$ cat config.mk
export PLATFORM = sky130hd
export DESIGN_NAME = length_sorted_batch_former_flat
export DESIGN_NICKNAME = d
export VERILOG_FILES = /design/src/lsbf_pkg.sv /design/src/lsbf_if.sv /design/src/lsbf_store.sv /design/src/length_sorted_batch_former.sv /design/src/flat_wrapper.sv
export SDC_FILE = /design/constraint.sdc
export NUM_CORES = 2
export LEC_CHECK = 0
export BUFFER_PORTS_ARGS = -buffer_cell sky130_fd_sc_hd__buf_2
export CELL_PAD_IN_SITES_DETAIL_PLACEMENT = 1
export CELL_PAD_IN_SITES_GLOBAL_PLACEMENT = 1
export CORE_ASPECT_RATIO = 0.9
export CORE_MARGIN = 1
export CORE_UTILIZATION = 40
export DETAILED_ROUTE_END_ITERATION = 12
export GPL_TIMING_DRIVEN = 0
export HOLD_SLACK_MARGIN = 0.15
export PLACE_DENSITY = 0.66
export REMOVE_ABC_BUFFERS = 1
export SYNTH_ARGS = -nofsm -noshare
export SYNTH_HDL_FRONTEND = slang
export SYNTH_SLANG_ARGS = --single-unit
$ cat constraint.sdc
create_clock -name clk_i -period 6.1 [get_ports clk_i]
set_clock_uncertainty 0.15 [all_clocks]
set_input_delay 1.22 -clock clk_i [delete_from_list [all_inputs] [get_ports clk_i]]
set_output_delay 1.22 -clock clk_i [all_outputs]
set_load 0.005 [all_outputs]
$ cat src/lsbf_pkg.sv
`timescale 1ns / 1ps
// ----------------------------------------------------------------------------
// lsbf_pkg: shared types and constants of the length sorted batch former
// Sizes of the pending store, field widths, codes and the sequencer states.
// ----------------------------------------------------------------------------
package lsbf_pkg;

  localparam int PendingDepth = 32;
  localparam int LengthBits   = 12;
  localparam int MaxResults   = 32;
  localparam int TagBits      = 16;
  localparam int SumBits      = 18;
  localparam int LimitBits    = 6;

  localparam int IdxW = (PendingDepth > 1) ? $clog2(PendingDepth) : 1;
  localparam int CntW = $clog2(PendingDepth + 1);
  localparam int OrdW = (MaxResults > 1) ? $clog2(MaxResults) : 1;
  localparam int TakW = $clog2(MaxResults + 1);

  typedef enum logic {
    OP_ADD  = 1'b0,
    OP_FORM = 1'b1
  } opcode_e;

  typedef enum logic [1:0] {
    ST_ACCEPT = 2'd0,
    ST_FULL   = 2'd1,
    ST_MEMBER = 2'd2,
    ST_EMPTY  = 2'd3
  } status_e;

  typedef enum logic [1:0] {
    REG_LIMIT  = 2'd0,
    REG_BUDGET = 2'd1,
    REG_MODE   = 2'd2
  } reg_idx_e;

  typedef enum logic [2:0] {
    S_IDLE,
    S_SCAN,
    S_DECIDE,
    S_EMIT_RD,
    S_EMIT,
    S_COMPACT
  } state_e;

  typedef struct packed {
    logic [TagBits-1:0]    tag;
    logic [LengthBits-1:0] len;
  } entry_t;

endpackage

$ cat src/lsbf_if.sv
`timescale 1ns / 1ps
// ----------------------------------------------------------------------------
// lsbf_in_if / lsbf_out_if: valid-ready channels of the batch former
// Command beats in, result beats out.
// ----------------------------------------------------------------------------
interface lsbf_in_if;
  logic        valid;
  logic        ready;
  logic        opcode;
  logic [15:0] request_id;
  logic [11:0] token_length;

  modport source  (output valid, opcode, request_id, token_length, input ready);
  modport sink    (input valid, opcode, request_id, token_length, output ready);
  modport monitor (input valid, opcode, request_id, token_length, ready);
endinterface

interface lsbf_out_if;
  logic        valid;
  logic        ready;
  logic [1:0]  status;
  logic [15:0] member_id;
  logic [11:0] member_length;
  logic [11:0] padded_length;
  logic        last;

  modport source  (output valid, status, member_id, member_length, padded_length, last,
                   input ready);
  modport sink    (input valid, status, member_id, member_length, padded_length, last,
                   output ready);
  modport monitor (input valid, status, member_id, member_length, padded_length, last,
                   ready);
endinterface

$ cat src/lsbf_store.sv
`timescale 1ns / 1ps
// ----------------------------------------------------------------------------
// lsbf_store: pending request memory
// One write port and one read port with registered read data.
// ----------------------------------------------------------------------------
module lsbf_store (
  input  logic                    clk_i,
  input  logic                    we_i,
  input  logic [lsbf_pkg::IdxW-1:0] waddr_i,
  input  lsbf_pkg::entry_t        wdata_i,
  input  logic [lsbf_pkg::IdxW-1:0] raddr_i,
  output lsbf_pkg::entry_t        rdata_o
);
  import lsbf_pkg::*;

  entry_t mem_q [PendingDepth];

  always_ff @(posedge clk_i) begin
    if (we_i) begin
      mem_q[waddr_i] <= wdata_i;
    end
    rdata_o <= mem_q[raddr_i];
  end
endmodule

$ cat src/length_sorted_batch_former.sv
`timescale 1ns / 1ps
// ----------------------------------------------------------------------------
// length_sorted_batch_former: token budget dynamic batching
// Holds pending requests and forms batches shortest first under limits, or in store order.
// ----------------------------------------------------------------------------
// An add command, or a form command with nothing pending, is taken in the
// idle state and answers with one beat. A form command with N pending
// requests runs a single compare unit over the pending store through its
// one read port; each pass reads all N entries. In sorted mode each member
// costs one pass plus a decision step, and a batch ended early by the limit
// or the budget costs one more pass and decision; in unsorted mode the
// batch takes one pass. Then each member is read from the store and sent
// as one beat, waiting out any output stall, and a final pass compacts the
// store. The block takes no command until the store is compacted and the
// output register is free.
module length_sorted_batch_former (
  input  logic         clk_i,
  input  logic         rst_ni,
  lsbf_in_if.sink      in_i,
  lsbf_out_if.source   out_o,
  input  logic         cfg_we_i,
  input  logic [1:0]   cfg_idx_i,
  input  logic [17:0]  cfg_data_i
);
  import lsbf_pkg::*;

  state_e state_q, state_d;

  logic [LimitBits-1:0]  limit_q;
  logic [SumBits-1:0]    budget_q;
  logic                  mode_q;

  logic [CntW-1:0]       cnt_q, cnt_d;
  logic [CntW-1:0]       a_q, a_d;
  logic                  pv_q, pv_d;
  logic [IdxW-1:0]       p_q, p_d;
  logic                  bv_q, bv_d;
  logic [IdxW-1:0]       best_q, best_d;
  logic [LengthBits-1:0] blen_q, blen_d;
  logic [TakW-1:0]       taken_q, taken_d;
  logic [SumBits-1:0]    sum_q, sum_d;
  logic [LengthBits-1:0] pad_q, pad_d;
  logic [OrdW-1:0]       j_q, j_d;
  logic [CntW-1:0]       w_q, w_d;
  logic [PendingDepth-1:0] mark_q, mark_d;
  logic [IdxW-1:0]       order_q [MaxResults];
  logic                  ord_we;
  logic [OrdW-1:0]       ord_waddr;
  logic [IdxW-1:0]       ord_wdata;

  logic                  ov_q, ov_d;
  logic [1:0]            ost_q, ost_d;
  logic [TagBits-1:0]    oid_q, oid_d;
  logic [LengthBits-1:0] olen_q, olen_d;
  logic [LengthBits-1:0] opad_q, opad_d;
  logic                  olast_q, olast_d;

  logic                  m_we;
  logic [IdxW-1:0]       m_waddr, m_raddr;
  entry_t                m_wdata, m_rdata;

  logic                  out_free, issue, pass_done, accept;
  logic [TakW:0]         taken_inc;
  logic [SumBits:0]      sum_try;

  lsbf_store u_store (
    .clk_i   (clk_i),
    .we_i    (m_we),
    .waddr_i (m_waddr),
    .wdata_i (m_wdata),
    .raddr_i (m_raddr),
    .rdata_o (m_rdata)
  );

  assign out_free  = !ov_q || out_o.ready;
  assign in_i.ready = (state_q == S_IDLE) && out_free;
  assign accept    = in_i.valid && in_i.ready;
  assign issue     = (a_q < cnt_q);
  assign pass_done = !issue && !pv_q;
  assign taken_inc = {1'b0, taken_q} + (TakW+1)'(1);
  assign sum_try   = {1'b0, sum_q} + (SumBits+1)'(blen_q);

  assign out_o.valid         = ov_q;
  assign out_o.status        = ost_q;
  assign out_o.member_id     = oid_q;
  assign out_o.member_length = olen_q;
  assign out_o.padded_length = opad_q;
  assign out_o.last          = olast_q;

  always_comb begin
    state_d = state_q;
    cnt_d = cnt_q;  a_d = a_q;  pv_d = 1'b0;  p_d = a_q[IdxW-1:0];
    bv_d = bv_q;  best_d = best_q;  blen_d = blen_q;
    taken_d = taken_q;  sum_d = sum_q;  pad_d = pad_q;
    j_d = j_q;  w_d = w_q;  mark_d = mark_q;
    ord_we = 1'b0;  ord_waddr = taken_q[OrdW-1:0];  ord_wdata = best_q;
    ov_d = ov_q && !out_o.ready;
    ost_d = ost_q;  oid_d = oid_q;  olen_d = olen_q;  opad_d = opad_q;  olast_d = olast_q;
    m_we = 1'b0;
    m_waddr = cnt_q[IdxW-1:0];
    m_wdata = '{tag: in_i.request_id, len: in_i.token_length};
    m_raddr = a_q[IdxW-1:0];

    case (state_q)
      S_IDLE: begin
        if (accept) begin
          ov_d = 1'b1;  oid_d = '0;  olen_d = '0;  opad_d = '0;  olast_d = 1'b1;
          if (in_i.opcode == OP_ADD) begin
            if (cnt_q == CntW'(PendingDepth)) begin
              ost_d = ST_FULL;
            end else begin
              ost_d = ST_ACCEPT;
              m_we  = 1'b1;
              cnt_d = cnt_q + CntW'(1);
            end
          end else if (cnt_q == '0) begin
            ost_d = ST_EMPTY;
          end else begin
            ov_d = ov_q && !out_o.ready;
            mark_d = '0;  taken_d = '0;  sum_d = '0;  pad_d = '0;
            a_d = '0;  bv_d = 1'b0;
            state_d = S_SCAN;
          end
        end
      end
      S_SCAN: begin
        if (issue) begin
          pv_d = 1'b1;
          a_d  = a_q + CntW'(1);
        end
        if (pv_q) begin
          if (mode_q) begin
            if (!mark_q[p_q] && (!bv_q || m_rdata.len < blen_q)) begin
              bv_d = 1'b1;  best_d = p_q;  blen_d = m_rdata.len;
            end
          end else if ({1'b0, p_q} < (IdxW+1)'(MaxResults)) begin
            mark_d[p_q] = 1'b1;
            ord_we = 1'b1;  ord_waddr = OrdW'(p_q);  ord_wdata = p_q;
            if (m_rdata.len > pad_q) pad_d = m_rdata.len;
          end
        end
        if (pass_done) begin
          if (mode_q) begin
            state_d = S_DECIDE;
          end else begin
            taken_d = (cnt_q > CntW'(MaxResults)) ? TakW'(MaxResults) : TakW'(cnt_q);
            j_d = '0;
            state_d = S_EMIT_RD;
          end
        end
      end
      S_DECIDE: begin
        if (taken_q != '0 &&
            ({1'b0, taken_q} >= (TakW+1)'(limit_q) || sum_try > {1'b0, budget_q})) begin
          j_d = '0;
          state_d = S_EMIT_RD;
        end else begin
          mark_d[best_q] = 1'b1;
          ord_we = 1'b1;
          sum_d = sum_try[SumBits-1:0];
          if (blen_q > pad_q) pad_d = blen_q;
          taken_d = taken_inc[TakW-1:0];
          a_d = '0;  bv_d = 1'b0;
          if (taken_inc == (TakW+1)'(cnt_q) || taken_inc == (TakW+1)'(MaxResults)) begin
            j_d = '0;
            state_d = S_EMIT_RD;
          end else begin
            state_d = S_SCAN;
          end
        end
      end
      S_EMIT_RD: begin
        m_raddr = order_q[j_q];
        state_d = S_EMIT;
      end
      S_EMIT: begin
        m_raddr = order_q[j_q];
        if (out_free) begin
          ov_d = 1'b1;  ost_d = ST_MEMBER;
          oid_d = m_rdata.tag;  olen_d = m_rdata.len;  opad_d = pad_q;
          olast_d = ((TakW+1)'(j_q) + (TakW+1)'(1) == (TakW+1)'(taken_q));
          if (olast_d) begin
            a_d = '0;  w_d = '0;
            state_d = S_COMPACT;
          end else begin
            j_d = j_q + OrdW'(1);
            state_d = S_EMIT_RD;
          end
        end
      end
      S_COMPACT: begin
        if (issue) begin
          pv_d = 1'b1;
          a_d  = a_q + CntW'(1);
        end
        if (pv_q && !mark_q[p_q]) begin
          m_we = 1'b1;  m_waddr = w_q[IdxW-1:0];  m_wdata = m_rdata;
          w_d = w_q + CntW'(1);
        end
        if (pass_done) begin
          cnt_d = w_q;
          mark_d = '0;
          state_d = S_IDLE;
        end
      end
      default: state_d = S_IDLE;
    endcase
  end

  always_ff @(posedge clk_i or negedge rst_ni) begin
    if (!rst_ni) begin
      state_q <= S_IDLE;
      cnt_q <= '0;  a_q <= '0;  pv_q <= 1'b0;  bv_q <= 1'b0;
      taken_q <= '0;  j_q <= '0;  w_q <= '0;  mark_q <= '0;  ov_q <= 1'b0;
      limit_q <= LimitBits'(8);  budget_q <= SumBits'(2048);  mode_q <= 1'b1;
    end else begin
      state_q <= state_d;
      cnt_q <= cnt_d;  a_q <= a_d;  pv_q <= pv_d;  bv_q <= bv_d;
      taken_q <= taken_d;  j_q <= j_d;  w_q <= w_d;  mark_q <= mark_d;  ov_q <= ov_d;
      if (cfg_we_i) begin
        case (cfg_idx_i)
          REG_LIMIT:  limit_q  <= cfg_data_i[LimitBits-1:0];
          REG_BUDGET: budget_q <= cfg_data_i[SumBits-1:0];
          REG_MODE:   mode_q   <= cfg_data_i[0];
          default: ;
        endcase
      end
    end
  end

  always_ff @(posedge clk_i) begin
    p_q <= p_d;  best_q <= best_d;  blen_q <= blen_d;
    sum_q <= sum_d;  pad_q <= pad_d;
    ost_q <= ost_d;  oid_q <= oid_d;  olen_q <= olen_d;  opad_q <= opad_d;
    olast_q <= olast_d;
    if (ord_we) begin
      order_q[ord_waddr] <= ord_wdata;
    end
  end

`ifndef SYNTHESIS
  a_cnt_bound: assert property (@(posedge clk_i) disable iff (!rst_ni)
    cnt_q <= CntW'(PendingDepth))
    else $error("pending count above depth");
  a_member_from_emit: assert property (@(posedge clk_i) disable iff (!rst_ni)
    (ov_q && ost_q == ST_MEMBER && !$stable(oid_q)) |-> $past(state_q) == S_EMIT)
    else $error("member beat outside emit");
  a_compact_shrinks: assert property (@(posedge clk_i) disable iff (!rst_ni)
    (state_q == S_IDLE && $past(state_q) == S_COMPACT) |-> cnt_q < $past(cnt_q))
    else $error("batch removed nothing");
  a_taken_bound: assert property (@(posedge clk_i) disable iff (!rst_ni)
    (state_q == S_EMIT) |-> (taken_q != '0 && (CntW+1)'(taken_q) <= (CntW+1)'(cnt_q)))
    else $error("taken count out of range");
`endif
endmodule
$ cat src/flat_wrapper.sv
// flat-port wrapper written by rule: the top's interface ports become plain ports
module length_sorted_batch_former_flat import lsbf_pkg::*;
  (clk_i, rst_ni, cfg_we_i, cfg_idx_i, cfg_data_i, in_i_valid, in_i_opcode, in_i_request_id, in_i_token_length, in_i_ready, out_o_valid, out_o_status, out_o_member_id, out_o_member_length, out_o_padded_length, out_o_last, out_o_ready);
  lsbf_in_if in_i_i ();
  lsbf_out_if out_o_i ();
  input  logic clk_i;
  input  logic rst_ni;
  input  logic cfg_we_i;
  input  logic [1:0] cfg_idx_i;
  input  logic [17:0] cfg_data_i;
  input wire logic [$bits(in_i_i.valid)-1:0] in_i_valid;
  input wire logic [$bits(in_i_i.opcode)-1:0] in_i_opcode;
  input wire logic [$bits(in_i_i.request_id)-1:0] in_i_request_id;
  input wire logic [$bits(in_i_i.token_length)-1:0] in_i_token_length;
  output wire logic [$bits(in_i_i.ready)-1:0] in_i_ready;
  output wire logic [$bits(out_o_i.valid)-1:0] out_o_valid;
  output wire logic [$bits(out_o_i.status)-1:0] out_o_status;
  output wire logic [$bits(out_o_i.member_id)-1:0] out_o_member_id;
  output wire logic [$bits(out_o_i.member_length)-1:0] out_o_member_length;
  output wire logic [$bits(out_o_i.padded_length)-1:0] out_o_padded_length;
  output wire logic [$bits(out_o_i.last)-1:0] out_o_last;
  input wire logic [$bits(out_o_i.ready)-1:0] out_o_ready;
  assign in_i_i.valid = in_i_valid;
  assign in_i_i.opcode = in_i_opcode;
  assign in_i_i.request_id = in_i_request_id;
  assign in_i_i.token_length = in_i_token_length;
  assign in_i_ready = in_i_i.ready;
  assign out_o_valid = out_o_i.valid;
  assign out_o_status = out_o_i.status;
  assign out_o_member_id = out_o_i.member_id;
  assign out_o_member_length = out_o_i.member_length;
  assign out_o_padded_length = out_o_i.padded_length;
  assign out_o_last = out_o_i.last;
  assign out_o_i.ready = out_o_ready;
  length_sorted_batch_former u_core (.clk_i(clk_i), .rst_ni(rst_ni), .in_i(in_i_i), .out_o(out_o_i), .cfg_we_i(cfg_we_i), .cfg_idx_i(cfg_idx_i), .cfg_data_i(cfg_data_i));
endmodule
Yosys cells after proc, flatten, opt, wreduce, memory -nomap -nowiden
Memory sizes are Yosys's and may differ from the RTL's. A register that Yosys moved wholly into a read port is not among the register bits.
Index checks and enable logic that the tools add are counted.

storage, ports and cells
  register bits = 187
  memory bits (writable) = 1,056
  output and inout bits = 45
  memories = 2

memories
  name                  words  width  rd ports  clocked after Yosys merged registers in  wr ports  RTL line                          RTL
  u_core.u_store.mem_q  32     28     1         1                                        1         lsbf_store.sv:16                  entry_t mem_q [PendingDepth];
  u_core.order_q        32     5      1         0                                        1         length_sorted_batch_former.sv:46  logic [IdxW-1:0] order_q [MaxResults];

operators by class
  add/subtract/negate cells = 7
  $lt $le $gt $ge = 11
  equality and inequality tests = 32
  multiplexer cells = 122
  bitwise gates (word level) = 2
  reduce and logical (&&, ||, !) cells = 49

operators with widths
  cell                                                             count
  32-bit 2-to-1 mux                                                7
  12-bit 2-to-1 mux                                                11
  32-bit case mux with 4 select lines                              1
  6-bit 2-to-1 mux                                                 16
  5-bit 2-to-1 mux                                                 15
  18-bit 2-to-1 mux                                                4
  32-bit OR                                                        2
  28-bit 2-to-1 mux                                                2
  12-bit case mux with 2 select lines                              2
  12-bit case mux with 3 select lines                              1
  18-bit case mux with 2 select lines                              1
  16-bit 2-to-1 mux                                                2
  16-bit case mux with 2 select lines                              1
  1-bit 2-to-1 mux                                                 31
  12-bit greater-than comparator                                   2
  3-bit 2-to-1 mux                                                 8
  2-bit by 1-bit != test with 1-bit output, second input constant  12
  6-bit case mux with 2 select lines                               2
  6-bit case mux with 4 select lines                               1
  8-bit AND reduction                                              3
  18-bit by 12-bit adder with 19-bit output                        1
  19-bit by 18-bit greater-than comparator with 1-bit output       1
  6-bit by 1-bit adder with 6-bit output, second input constant    3
  3-bit case mux with 6 select lines                               1
  46 further kinds                                                 93

Logic depth before layout (Yosys ltp)
  depth in word-level cells = 8
  mapped depth = 21

Modules after synthesis
A second synthesis with hierarchy kept.

second synthesis, totals
  cell total of the unflattened synthesis = 3,378
  area, all modules = 53,163.5 um^2

modules (own cells, without submodules)
  module                      instances  cells each  area an instance (um^2)  sequential area each (um^2)
  lsbf_store                  1          1,984       35,447.7                 27,466.3
  length_sorted_batch_former  1          1,394       17,715.7                 9,913.3

Worst setup path after synthesis
Ideal clock, no wire load.

  path kind = register to register
  from = register u_core.blen_q[0]
  to = register u_core.sum_q[0] (enable)
  library setup time = 418 ps
  arrival time = 5,047 ps
  data required time = 5,532 ps
  slack = 485 ps
  cell stages (with the launch flop) = 19
  clock period less this slack = 5,615 ps
  cells stage by stage = edfxtp_1 > ha_1 > inv_1 > fa_1 > nor2b_1 > o21ai_0 > a21boi_0 > o211ai_1 > a31oi_1 > nand3_1 > xnor2_1 > ha_1 > a21o_1 > a21oi_1 > nor2b_1 > o2111ai_1 > a221o_1 > o211a_1 > nor3_1

on the way
  cells in the longest elaborated chain, start to end = 6

RTL lines
  element                                                     RTL line                           RTL
  start: declaration                                          length_sorted_batch_former.sv:39   logic [LengthBits-1:0] blen_q, blen_d;
  start signal: assignment                                    length_sorted_batch_former.sv:232  p_q <= p_d; best_q <= best_d; blen_q <= blen_d;
  18-bit by 12-bit adder with 19-bit output                   length_sorted_batch_former.sv:81   assign sum_try = {1'b0, sum_q} + (SumBits+1)'(blen_q);
  net u_core.sum_try[16]                                      length_sorted_batch_former.sv:64   logic [SumBits:0] sum_try;
  19-bit by 18-bit greater-than comparator with 1-bit output  length_sorted_batch_former.sv:154  ({1'b0, taken_q} >= (TakW+1)'(limit_q) || sum_try > {1'b0, budget_q})) begin
  1-bit logical OR                                            length_sorted_batch_former.sv:154
  1-bit logical AND                                           length_sorted_batch_former.sv:153  if (taken_q != '0 &&
  2-bit != test (no line)                                     -
  5-bit AND reduction (no line)                               -
  end signal: assignment                                      length_sorted_batch_former.sv:233  sum_q <= sum_d; pad_q <= pad_d;
  end: declaration                                            length_sorted_batch_former.sv:41   logic [SumBits-1:0] sum_q, sum_d;

The timed path passes the listed nets, and every way through them passes these cells.
A chain may end at the register's enable or synchronous reset.

Final worst setup path
  from = register u_core.blen_q[0]
  to = memory u_core.order_q[9][3] (netlist bit) (enable)

on the way
  cells in the longest elaborated chain, start to end = 8

RTL lines
  element                                                     RTL line                           RTL
  18-bit by 12-bit adder with 19-bit output                   length_sorted_batch_former.sv:81
  net u_core.sum_try[16]                                      length_sorted_batch_former.sv:64
  19-bit by 18-bit greater-than comparator with 1-bit output  length_sorted_batch_former.sv:154
  1-bit logical OR                                            length_sorted_batch_former.sv:154
  1-bit logical AND                                           length_sorted_batch_former.sv:153
  1-bit 2-to-1 mux                                            length_sorted_batch_former.sv:153
  1-bit case mux with 2 select lines                          length_sorted_batch_former.sv:104  case (state_q)
  1-bit 2-to-1 mux                                            length_sorted_batch_former.sv:236  if (ord_we) begin
  1-bit 2-to-1 mux (not written as such)                      length_sorted_batch_former.sv:237  order_q[ord_waddr] <= ord_wdata;
  end: declaration                                            length_sorted_batch_former.sv:46

The timed path passes the listed nets, and every way through them passes these cells.

==> impl_metrics.env <==
export IMPL_outcome="complete, no violations"
export IMPL_path_class="reg -> reg"
export IMPL_seq_area_um2=37400
export IMPL_slowest_delay_ps=450
export IMPL_grt_pass1_vias=33900
export IMPL_clk_pin_slew_ps=60
export IMPL_drc=0
export IMPL_slew_viol_final=0
export IMPL_ir_worst_vdd_mv=0.319
export IMPL_via_per_inst=5.71
export IMPL_ys_warn_count=0
export IMPL_endpoint_kind="flip-flop"
export IMPL_place_congestion=0.774
export IMPL_antenna_found_initial=5
export IMPL_clock_path_buffers=3
export IMPL_numClockSinks=1271
export IMPL_critPathSlowestCell="a221o_1"
export IMPL_path_cells="ha_1 -> inv_1 -> fa_1 -> nor2b_1 -> o21ai_0 -> a21boi_2 -> o211ai_1 -> a31oi_2 -> nand3_1 -> xnor2_1 -> ha_1 -> a21o_1 -> a21oi_1 -> nor2b_1 -> o2111ai_1 -> a221o_1 -> o21ai_4 -> a41oi_4 -> nor2_2"
export IMPL_start_kind="flip-flop"
export IMPL_yosys_register_bits=1271
export IMPL_synth_area_per_cell_um2=14.8
export IMPL_cp_num_buf_inv=1
export IMPL_num_fill_cells=12900
export IMPL_h_tree_depth=4
export IMPL_hold_viol_final=0
export IMPL_synth_edff_count=1146
export IMPL_ys_seq_area_frac=0.695
export IMPL_final_common_cell="edfxtp_1"
export IMPL_dp_hpwl_um=100000
export IMPL_cap_violations=0
export IMPL_antenna_cells=0
export IMPL_pin_count=99
export IMPL_start_util=0.403
export IMPL_cts_root_buf="clkbuf_16"
export IMPL_synth_ff_type="edfxtp_1"
export IMPL_ant_nets=0
export IMPL_design_area_um2=63300
export IMPL_cts_tree="yes"
export IMPL_final_nets=3949
export IMPL_routed_wl_um=149000
export IMPL_hold_buffers=0
export IMPL_tightestPinTransition_ps=1390
export IMPL_layout_drive_gt1_share=0.179
export IMPL_hold_class="in -> async"
export IMPL_crit_fanout=8
export IMPL_fin_crit_ps=5840
export IMPL_area_growth_pct=17.6
export IMPL_post_route_util=0.474
export IMPL_clock_latency_ps=780
export IMPL_synth_cell_area_um2=53800
export IMPL_setup_tns_ps=0
export IMPL_critPathRequiredTime_ps=6370
export IMPL_grt_overflow=0
export IMPL_vias=32300
export IMPL_grt_max_degree=55
export IMPL_cpLargestDelayFamily="compound AO/OA/AOI/OAI gates"
export IMPL_die_w_um=389
export IMPL_mostFrequentLayoutCells="edfxtp_1 (1,146), a21oi_1 (299), nor2b_1 (238), mux2i_1 (234), a211oi_1 (230)"
export IMPL_cp_num_cells=19
export IMPL_syn_inst=3624
export IMPL_ys_async_sr_fraction=0.0724
export IMPL_cts_made_buffers=137
export IMPL_finalSetupViolCount=0
export IMPL_core_rowCount=127
export IMPL_place_area_um2=58600
export IMPL_multi_input_area_um2=15600
export IMPL_port_buffers=98
export IMPL_grt_first_pass_wirelength_um=220000
export IMPL_core_um2=133000
export IMPL_wl_per_cell_um=26.2
export IMPL_die_y_um=350
export IMPL_period_share=0.958
export IMPL_yosysUniqueCellTypes=70
export IMPL_grtUsageTotal=0.218
export IMPL_drt_pass1_iter_count=5
export IMPL_powerDensity_nw_per_um2=471
export IMPL_fmax_mhz=171
export IMPL_r2r_cells=19
export IMPL_dieArea_um2=136000
export IMPL_slew_headroom=0.0717
export IMPL_drtIter0Drc=2201
export IMPL_rsz0062_at_grt="no"
export IMPL_p_leak_nw=21.7
export IMPL_critPathArrivalTime_ps=6110
-- synthesized netlist by cell type (5+ instances only) --
master	number	area, µm²
nor3_1	74	370
inv_1	79	297
mux2_2	53	597
a32oi_1	5	43.8
buf_1	5	18.8
buf_4	13	97.6
a41oi_1	7	61.3
and2_1	46	288
and3_1	17	106
o21ai_0	61	305
a21o_1	29	218
o21a_1	8	60.1
a31oi_1	50	313
nand2_1	97	364
a22oi_1	33	248
o22ai_1	115	719
a211oi_1	230	1730
xnor2_1	14	123
edfxtp_1	1146	34400
mux4_2	54	1220
or2_2	6	37.5
buf_2	82	410
a21oi_1	299	1500
xor2_1	12	105
nor3b_1	8	60.1
nor4_2	28	350
ha_1	83	1040
dfrtp_1	89	2230
dfxtp_1	33	661
nand4_1	13	81.3
nor2b_1	242	1510
mux2i_1	234	2340
buf_6	11	124
clkbuf_1	115	432
nand3_1	26	130
nor2_1	116	435
nand2b_1	22	138
o31ai_1	5	37.5
o211ai_1	5	37.5
nand3b_1	5	37.5
-- sequential cells by signal, summed over array words and instances (netlist names), 6 cells and up --
register,cells
u_core.w_q,6
u_core.limit_q,6
u_core.blen_q,12
u_core.taken_q,6
u_core.mark_q,32
u_core.budget_q,18
u_core.a_q,6
u_core.out_o.member_id,16
u_core.out_o.member_length,12
u_core.u_store.rdata_o,28
u_core.pad_q,12
u_core.order_q,160
u_core.cnt_q,6
u_core.u_store.mem_q,896
u_core.sum_q,18
u_core.out_o.padded_length,12
-- layout make-up --
cell class / instances / area share
Sequential cell: 1271 / 0.591
Multi-Input combinational cell: 2047 / 0.246
Clock buffer: 196 / 0.0608
Timing Repair Buffer: 274 / 0.0550
Tap cell: 1741 / 0.0344
Clock inverter: 52 / 0.00779
Inverter: 80 / 0.00475
-- power by group --
group / internal (W) / switching, W / total, W
registers: 0.0106 / 0.000709 / 0.0113
clock network: 0.00459 / 0.00347 / 0.00806
logic: 0.00412 / 0.00634 / 0.0105
total: 0.0193 / 0.0105 / 0.0298
-- cell families (layout without fill, tap and decap cells) --
logic type / after synthesis / count (layout) / synth area share
buffers and inverters: 306 / 602 / 0.0257
AOI/OAI and AO/OA: 879 / 879 / 0.103
adders and majority gates: 84 / 84 / 0.0197
xor gates and xnor gates: 26 / 26 / 0.00423
muxes: 341 / 341 / 0.0772
DFF: 1271 / 1271 / 0.695
and+or+nand+nor: 717 / 717 / 0.0751
-- layer usage --
metal  vias to the layer above  wire length [µm]  part of all wire  GRT usage
met3                       246              7000             0.047     0.0331
met2                       822             72400              0.49      0.363
met4                         2              3790             0.026     0.0693
met5                         -                12          0.000081          0
met1                     16800             65300              0.44      0.292
li1                      14500                 -                 -          -
-- stage by stage --
stage               std cells  power (W)  setup slack (ps)  hold slack (ps)
floorplan                3398     0.0173            -16470              286
global placement         5237     0.0190            -27140              328
detailed placement       5412     0.0217              -828              343
CTS                      5660     0.0300              2.09              265
global route             5661     0.0312             0.900              323
finish                   5661     0.0298               255              294
-- worst paths after layout --
check / start / to / slack [ps]
setup / recovery: u_core.blen_q[0] / u_core.order_q[9][3] / 260
hold / removal: rst_ni / u_core.mark_q[24] / 290
setup reg to reg: u_core.blen_q[0] / u_core.order_q[9][3] / 260
hold reg to reg: u_core.w_q[5] / u_core.w_q[5] / 360
max in group asynchronous: rst_ni / u_core.j_q[1] / 4800
min in group clk_i: u_core.w_q[5] / u_core.w_q[5] / 360
-- repair_timing --
action | CTS | global route
buffers inserted | 0 | 1
resized for setup | 49 | 9
setup endpoints to repair | 201 | 217
pin swaps | 0 | 1
(Power assumes the default switching activity.)
